[src/sv/insertion_sort_engine_assert.svh]
// Assertion macros for the insertion sort engine.
// Used by the top level; needs nothing else.
`ifndef INSERTION_SORT_ENGINE_ASSERT_SVH
`define INSERTION_SORT_ENGINE_ASSERT_SVH

// Same-cycle implication, disabled during reset
`define ISE_ASSERT_NOW(label, clk, rst, ante, cons) \
   label: assert property (@(posedge clk) disable iff (rst) (ante) |-> (cons)) \
      else $error("insertion sort engine check failed");

// Next-cycle implication, disabled during reset
`define ISE_ASSERT_NEXT(label, clk, rst, ante, cons) \
   label: assert property (@(posedge clk) disable iff (rst) (ante) |=> (cons)) \
      else $error("insertion sort engine check failed");

`endif

[src/sv/ise_pkg.sv]
// Shared types and constants for the insertion sort engine.
// No dependencies.
package ise_pkg;

   localparam int VALUE_W = 32;

   typedef logic signed [VALUE_W-1:0] value_type;

   // Per-cycle command broadcast to every cell
   typedef struct packed {
      logic insert;   // place the new value into the chain
      logic shift;    // move every entry one cell towards the output
   } cell_ctrl_type;

endpackage

[src/sv/ise_if.sv]
// Handshake channels of the insertion sort engine.
// Depends on ise_pkg.
interface ise_req_if
   import ise_pkg::*;
();
   logic      valid;
   logic      ready;
   value_type value;
   logic      last;

   modport source (output valid, output value, output last, input ready);
   modport sink   (input valid, input value, input last, output ready);
endinterface

interface ise_rsp_if
   import ise_pkg::*;
();
   logic      valid;
   logic      ready;
   value_type value_res;
   logic      last_res;
   logic      overflow;

   modport source (output valid, output value_res, output last_res, output overflow,
                   input ready);
   modport sink   (input valid, input value_res, input last_res, input overflow,
                   output ready);
endinterface

[src/sv/ise_cell.sv]
// One compare-and-shift cell of the sorting chain.
// Depends on ise_pkg.
module ise_cell
   import ise_pkg::*;
(
   input  logic          clock,
   input  cell_ctrl_type ctrl,
   input  value_type     new_value,
   input  logic          occ,        // this cell holds a live entry
   input  logic          left_occ,   // left neighbour holds a live entry
   input  logic          left_gt,    // left neighbour moves up on this insert
   input  value_type     left_val,
   input  value_type     right_val,
   output value_type     val,
   output logic          gt
);

   value_type val_ff;
   value_type val_in;

   assign val = val_ff;
   // strictly greater only: equal entries keep arrival order
   assign gt  = occ && (val_ff > new_value);

   always_comb begin
      val_in = val_ff;
      if (ctrl.shift) begin
         val_in = right_val;
      end else if (ctrl.insert) begin
         if (!(occ && !gt) && left_occ) begin
            val_in = left_gt ? left_val : new_value;
         end
      end
   end

   always_ff @(posedge clock) begin
      val_ff <= val_in;
   end

endmodule

[src/sv/insertion_sort_engine.sv]
// Insertion sort engine: collects signed 32-bit values into a sorted chain of
// DEPTH cells, one value per cycle while not draining, and on the item marked
// last transfers the whole run out in ascending order. Depends on ise_pkg, ise_if, ise_cell.
//
// During collection each input transfer broadcasts the new value to every
// cell, each cell compares it with its own entry and the cells holding
// strictly greater entries pass them one place up in that same cycle, so equal
// values stay in arrival order. Once the last item is in, the chain drains
// from cell 0, one result per cycle while rsp ready is high; no input is taken
// during the drain. The final result carries last_res. Values arriving while
// all DEPTH cells are occupied are dropped, and every result of that run then
// carries overflow. After the final result the count and overflow flag clear
// and the next run may start in the following cycle.
module insertion_sort_engine
   import ise_pkg::*;
#(
   parameter int DEPTH = 16
) (
   input logic      clock,
   input logic      reset,
   ise_req_if.sink   req_chan,
   ise_rsp_if.source rsp_chan
);

`include "insertion_sort_engine_assert.svh"

   localparam int CNT_W = $clog2(DEPTH + 1);

   // ---------------------------------------------------------------------
   // Control state
   // ---------------------------------------------------------------------
   logic [CNT_W-1:0] count_ff, count_in;      // live entries in the chain
   logic             drain_ff, drain_in;      // emitting the run
   logic             dropped_ff, dropped_in;  // a value of this run was lost

   logic req_xfer;
   logic rsp_xfer;
   logic full;

   cell_ctrl_type ctrl;

   assign full     = (count_ff == CNT_W'(DEPTH));
   assign req_xfer = req_chan.valid && req_chan.ready;
   assign rsp_xfer = rsp_chan.valid && rsp_chan.ready;

   assign req_chan.ready = !drain_ff;

   assign ctrl.insert = req_xfer && !full;
   assign ctrl.shift  = rsp_xfer;

   // ---------------------------------------------------------------------
   // Cell chain
   // ---------------------------------------------------------------------
   value_type vals [DEPTH];
   logic      gts  [DEPTH];
   logic      occs [DEPTH];

   genvar gi;
   generate
      for (gi = 0; gi < DEPTH; gi++) begin : g_cell
         assign occs[gi] = (CNT_W'(gi) < count_ff);

         if (gi == 0) begin : g_first
            ise_cell u_cell (
               .clock     (clock),
               .ctrl      (ctrl),
               .new_value (req_chan.value),
               .occ       (occs[gi]),
               .left_occ  (1'b1),
               .left_gt   (1'b0),
               .left_val  ('0),
               .right_val ((DEPTH > 1) ? vals[(DEPTH > 1) ? 1 : 0] : '0),
               .val       (vals[gi]),
               .gt        (gts[gi])
            );
         end else if (gi == DEPTH - 1) begin : g_tail
            ise_cell u_cell (
               .clock     (clock),
               .ctrl      (ctrl),
               .new_value (req_chan.value),
               .occ       (occs[gi]),
               .left_occ  (occs[gi-1]),
               .left_gt   (gts[gi-1]),
               .left_val  (vals[gi-1]),
               .right_val ('0),
               .val       (vals[gi]),
               .gt        (gts[gi])
            );
         end else begin : g_mid
            ise_cell u_cell (
               .clock     (clock),
               .ctrl      (ctrl),
               .new_value (req_chan.value),
               .occ       (occs[gi]),
               .left_occ  (occs[gi-1]),
               .left_gt   (gts[gi-1]),
               .left_val  (vals[gi-1]),
               .right_val (vals[gi+1]),
               .val       (vals[gi]),
               .gt        (gts[gi])
            );
         end
      end
   endgenerate

   // ---------------------------------------------------------------------
   // Result channel: cell 0 is the output register during the drain
   // ---------------------------------------------------------------------
   assign rsp_chan.valid     = drain_ff;
   assign rsp_chan.value_res = vals[0];
   assign rsp_chan.last_res  = (count_ff == CNT_W'(1));
   assign rsp_chan.overflow  = dropped_ff;

   // ---------------------------------------------------------------------
   // Next state
   // ---------------------------------------------------------------------
   always_comb begin
      count_in   = count_ff;
      drain_in   = drain_ff;
      dropped_in = dropped_ff;
      if (req_xfer) begin
         if (full) begin
            dropped_in = 1'b1;
         end else begin
            count_in = count_ff + CNT_W'(1);
         end
         if (req_chan.last) begin
            drain_in = 1'b1;
         end
      end
      if (rsp_xfer) begin
         count_in = count_ff - CNT_W'(1);
         if (count_ff == CNT_W'(1)) begin
            // final transfer of the run
            drain_in   = 1'b0;
            dropped_in = 1'b0;
         end
      end
   end

   always_ff @(posedge clock) begin
      if (reset) begin
         count_ff   <= '0;
         drain_ff   <= 1'b0;
         dropped_ff <= 1'b0;
      end else begin
         count_ff   <= count_in;
         drain_ff   <= drain_in;
         dropped_ff <= dropped_in;
      end
   end

   // ---------------------------------------------------------------------
   // Checks
   // ---------------------------------------------------------------------
   `ISE_ASSERT_NOW(a_drain_nonempty, clock, reset, drain_ff, count_ff != '0)
   `ISE_ASSERT_NOW(a_count_bound, clock, reset, 1'b1, count_ff <= CNT_W'(DEPTH))
   `ISE_ASSERT_NEXT(a_last_starts_drain, clock, reset, req_xfer && req_chan.last,
                    drain_ff)
   `ISE_ASSERT_NEXT(a_run_ends_clean, clock, reset, rsp_xfer && rsp_chan.last_res,
                    !drain_ff && count_ff == '0 && !dropped_ff)

endmodule
[src/flat_wrapper.sv]
// flat-port wrapper written by rule: the top's interface ports become plain ports
module insertion_sort_engine_flat import ise_pkg::*;
#(
   parameter int DEPTH = 16
)
  (clock, reset, req_chan_valid, req_chan_value, req_chan_last, req_chan_ready, rsp_chan_valid, rsp_chan_value_res, rsp_chan_last_res, rsp_chan_overflow, rsp_chan_ready);
  ise_req_if req_chan_i ();
  ise_rsp_if rsp_chan_i ();
  input logic clock;
  input logic reset;
  input wire logic [$bits(req_chan_i.valid)-1:0] req_chan_valid;
  input wire logic [$bits(req_chan_i.value)-1:0] req_chan_value;
  input wire logic [$bits(req_chan_i.last)-1:0] req_chan_last;
  output wire logic [$bits(req_chan_i.ready)-1:0] req_chan_ready;
  output wire logic [$bits(rsp_chan_i.valid)-1:0] rsp_chan_valid;
  output wire logic [$bits(rsp_chan_i.value_res)-1:0] rsp_chan_value_res;
  output wire logic [$bits(rsp_chan_i.last_res)-1:0] rsp_chan_last_res;
  output wire logic [$bits(rsp_chan_i.overflow)-1:0] rsp_chan_overflow;
  input wire logic [$bits(rsp_chan_i.ready)-1:0] rsp_chan_ready;
  assign req_chan_i.valid = req_chan_valid;
  assign req_chan_i.value = req_chan_value;
  assign req_chan_i.last = req_chan_last;
  assign req_chan_ready = req_chan_i.ready;
  assign rsp_chan_valid = rsp_chan_i.valid;
  assign rsp_chan_value_res = rsp_chan_i.value_res;
  assign rsp_chan_last_res = rsp_chan_i.last_res;
  assign rsp_chan_overflow = rsp_chan_i.overflow;
  assign rsp_chan_i.ready = rsp_chan_ready;
  insertion_sort_engine #(.DEPTH(DEPTH)) u_core (.clock(clock), .reset(reset), .req_chan(req_chan_i), .rsp_chan(rsp_chan_i));
endmodule
[config.mk]
export PLATFORM = sky130hd
export DESIGN_NAME = insertion_sort_engine_flat
export DESIGN_NICKNAME = d
export VERILOG_FILES = /design/src/sv/ise_pkg.sv /design/src/sv/ise_if.sv /design/src/sv/ise_cell.sv /design/src/sv/insertion_sort_engine.sv /design/src/flat_wrapper.sv
export VERILOG_INCLUDE_DIRS = /design/src /design/src/sv
export SDC_FILE = /design/constraint.sdc
export NUM_CORES = 2
export LEC_CHECK = 0
export BUFFER_PORTS_ARGS = -buffer_cell sky130_fd_sc_hd__buf_2
export CORE_ASPECT_RATIO = 1.1
export CORE_MARGIN = 2
export CORE_UTILIZATION = 55
export DETAILED_ROUTE_END_ITERATION = 16
export PLACE_DENSITY_LB_ADDON = 0.3
export SLEW_MARGIN = 20
export SYNTH_ARGS = -nofsm -noshare
export SYNTH_HDL_FRONTEND = slang
export SYNTH_SLANG_ARGS = --single-unit
[constraint.sdc]
create_clock -name clock -period 7.9 [get_ports clock]
set_clock_uncertainty 0.2 [all_clocks]
set_input_delay 1.185 -clock clock [delete_from_list [all_inputs] [get_ports clock]]
set_output_delay 1.185 -clock clock [all_outputs]
set_load 0.01 [all_outputs]
==> flow_metrics.tcl <==
set metrics [dict create \
    outcome "completed" \
    clock_path_buffers 3 \
    worst_setup_path_start_kind "input pin" \
    port_buffers 72 \
    clk_root_buffer_cell "clkbuf_16" \
    sequential_cell_fraction_of_total_power 0.437 \
    rsz_0062_raised_after_global_routing "no" \
    postSynthCellCount 3805 \
    cts_tree "yes" \
    initial_utilization 0.557 \
    nNetsFinal 4302 \
    htree_num_levels 2 \
    first_pass_grt_wire_length_um 169000 \
    final_core_util 0.601 \
    internal-power_w 0.00569 \
    setup_fix_buffers_added_after_clock_tree_synthesis 0 \
    power.ir.vdd_worst_uv 191 \
    area_growth_pct 7.82 \
    postSynthNetCount 4358 \
    placed_cell_area_um2 38900 \
    p_leak_nw 17.0 \
    totalNegativeSetupSlack_ps 0 \
    grtUsageTotal 0.305 \
    grt_start_max_net_pins 157 \
    first_global_vias 29000 \
    post_synth_instance_area_um2 37800 \
    final_common_cell "ha_1" \
    fmax_ghz 0.188 \
    floorplan.io_pins 73 \
    clock_power_share 0.316 \
    critical_path_class "in -> reg" \
    clock_insertion_delay_worst_skew_ps 630 \
    remaining_drc_errors 0 \
    floorplan.die.height_um 279 \
    finalMaxSlewViolations 0 \
    dr_total_vias 31000 \
    routability_congestion_estimate_from_global_placement 0.945 \
    dp_cells 4607 \
    cts_resized 0 \
    synth.area.top_cells "edfxtp_1, ha_1, mux2i_1" \
    yosysTopAreaCell "edfxtp_1" \
    post-route-min-period_ps 5330 \
    yosys_warnings 0 \
    layout_worst_path_cycle_share 0.675 \
    drtIter0Drc 3510 \
    powerDensity_nw_per_um2 206 \
    avgSynthCellArea_um2 9.93 \
    relSlewSlack 0.251 \
    finalPower_w 0.00839 \
    vias_per_cell 6.57 \
    synth-seq-area-share 0.402 \
    first_pass_iters 6 \
    dominantRegCellSynth "edfxtp_1" \
    swShare 0.321 \
    worst-endpoint-required_ps 8080 \
    die-area_um2 70800 \
    die_width_um 254 \
    worst_slew_pin_slew_ps 1110 \
    share_comb_of_total_power 0.246 \
    total_switching_power_w 0.00269 \
    yosysUniqueCellTypes 73 \
    hold_path_class "reg -> reg" \
    synth.top_cell.area_share 0.381 \
    finish.cell_count_without_fillers 4713 \
    core_um2 67800 \
    final_layout_size_suffix_gt1_frac 0.0809 \
    cts_buffers 58 \
    hold_buffers 0 \
    grt_remaining_overflow 0 \
    route.final.wire_length_um 110000 \
    finish.instance_area_um2 40700 \
    drtAntennaViolNets 0 \
    antenna_found_initial 1 \
    final_count_of_negative_setup_slack_endpoints 0 \
    clkSlewWorstSetupHoldPaths_ps 60 \
    timing.critical_path.arrival_ps 5510 \
    asyncSetResetFlopFracSynth 0 \
    worst-path-max-fanout 17 \
    cap_violations 0 \
    synth.ff_latch_count 519 \
    dpl.hpwl_um 82000 \
    finalHoldViolations 0 \
    synth-edff-count 480 \
    final.fill_count 5791 \
    post_drt_wl_per_cell_um 23.3 \
    setup_crit_end_kind "register" \
    placement_rows 100 \
    highest_count_cells_in_the_layout_ignoring_fill_and_taps "ha_1, edfxtp_1, nand2_1, a21oi_1, nand3_1" \
    clock-sinks 519 \
]
-- flip-flops by register name (all words and copies together), names as in the netlist --
name,cells
u_core.rsp_chan.valid,1
u_core.rsp_chan.overflow,1
u_core.g_cell.g_tail.u_cell.val,32
u_core.count_ff,5
u_core.g_cell.g_first.u_cell.val,32
u_core.g_cell.g_mid.u_cell.val,448
-- layout make-up --
type | count | area (um2) | area share
sequential | 519 | 15200 | 0.373
inverter | 64 | 240 | 0.00590
tap | 918 | 1150 | 0.0282
clock inverter | 25 | 140 | 0.00344
multi-input combinational | 2985 | 21600 | 0.530
timing repair buffer | 121 | 766 | 0.0188
antenna | 1 | 2.50 | 0.0000614
clock buffer | 80 | 1660 | 0.0407
-- synthesized netlist by cell type, drive strengths merged (66+ instances only) --
library cell,count
a21o,66
a21oi,413
buf,76
clkbuf,161
edfxtp,480
ha,516
mux2i,263
nand2,455
nand3,303
nand4,87
nor2,246
o211ai,235
o21ai,125
-- worst paths after layout --
path	from	end	slack [ps]	cells after the start
setup / recovery	req_chan_value[5]	u_core.g_cell[4].g_mid.u_cell.val[15]$_DFFE_PP_	2570	11
hold / removal	u_core.rsp_chan.overflow$_SDFF_PP0_	u_core.rsp_chan.overflow$_SDFF_PP0_	290	2
setup reg to reg	u_core.g_cell[3].g_mid.u_cell.val[31]$_DFFE_PP_	u_core.g_cell[4].g_mid.u_cell.val[15]$_DFFE_PP_	3420	9
hold reg to reg	u_core.rsp_chan.overflow$_SDFF_PP0_	u_core.rsp_chan.overflow$_SDFF_PP0_	290	2
-- through the flow --
| stage | worst slack [ps] | hold WS, ps |
|---|---|---|
| 4_1_cts | 2710 | 289 |
| 5_1_grt | 2480 | 304 |
| 6_report | 2570 | 285 |
| 3_3_place_gp | 2070 | 269 |
| 2_1_floorplan | 583 | 305 |
| 3_5_place_dp | 2070 | 267 |
-- power by group through the flow --
stage	clock network [W]	registers, W	logic [W]
final	0.00265	0.00367	0.00207
after global routing	0.00277	0.00369	0.00228
after CTS	0.00267	0.00366	0.00204
after detailed placement	0	0.00371	0.00202
after global placement	0	0.00371	0.00196
after floorplan	0	0.00363	0.00149
-- layer usage --
metal / share of wire / up-vias / GRT usage / routed length, um
li1: - / 14500 / - / -
met1: 0.43 / 14800 / 0.434 / 46900
met2: 0.45 / 1446 / 0.476 / 49800
met3: 0.082 / 221 / 0.0375 / 9050
met4: 0.037 / 0 / 0.114 / 4120
met5: 0 / - / 0 / 0
-- logic make-up (layout without fill, tap and decap cells) --
logic type | after synthesis | after routing | share of synthesized area
adder cells (fa/ha/maj) | 516 | 516 | 0.171
multiplexers | 267 | 267 | 0.0718
XOR/XNOR | 13 | 13 | 0.00301
AND/OR/NAND/NOR | 1207 | 1207 | 0.150
flip-flops | 519 | 519 | 0.402
other | 0 | 1 | 0
buffers and inverters | 301 | 290 | 0.0345
AO/OA/AOI/OAI | 982 | 982 | 0.168
-- critical path, cell delays in order --
cell and delay (ps):
buf_2 280, inv_1 430, ha_1 470, nand4_1 140, nor4_1 830, a21oi_1 160, a31oi_1 310, mux2i_4 790
buf_4 440, mux2i_1 140, a211o_1 310
Note: power is estimated with default switching activity, not from simulation.
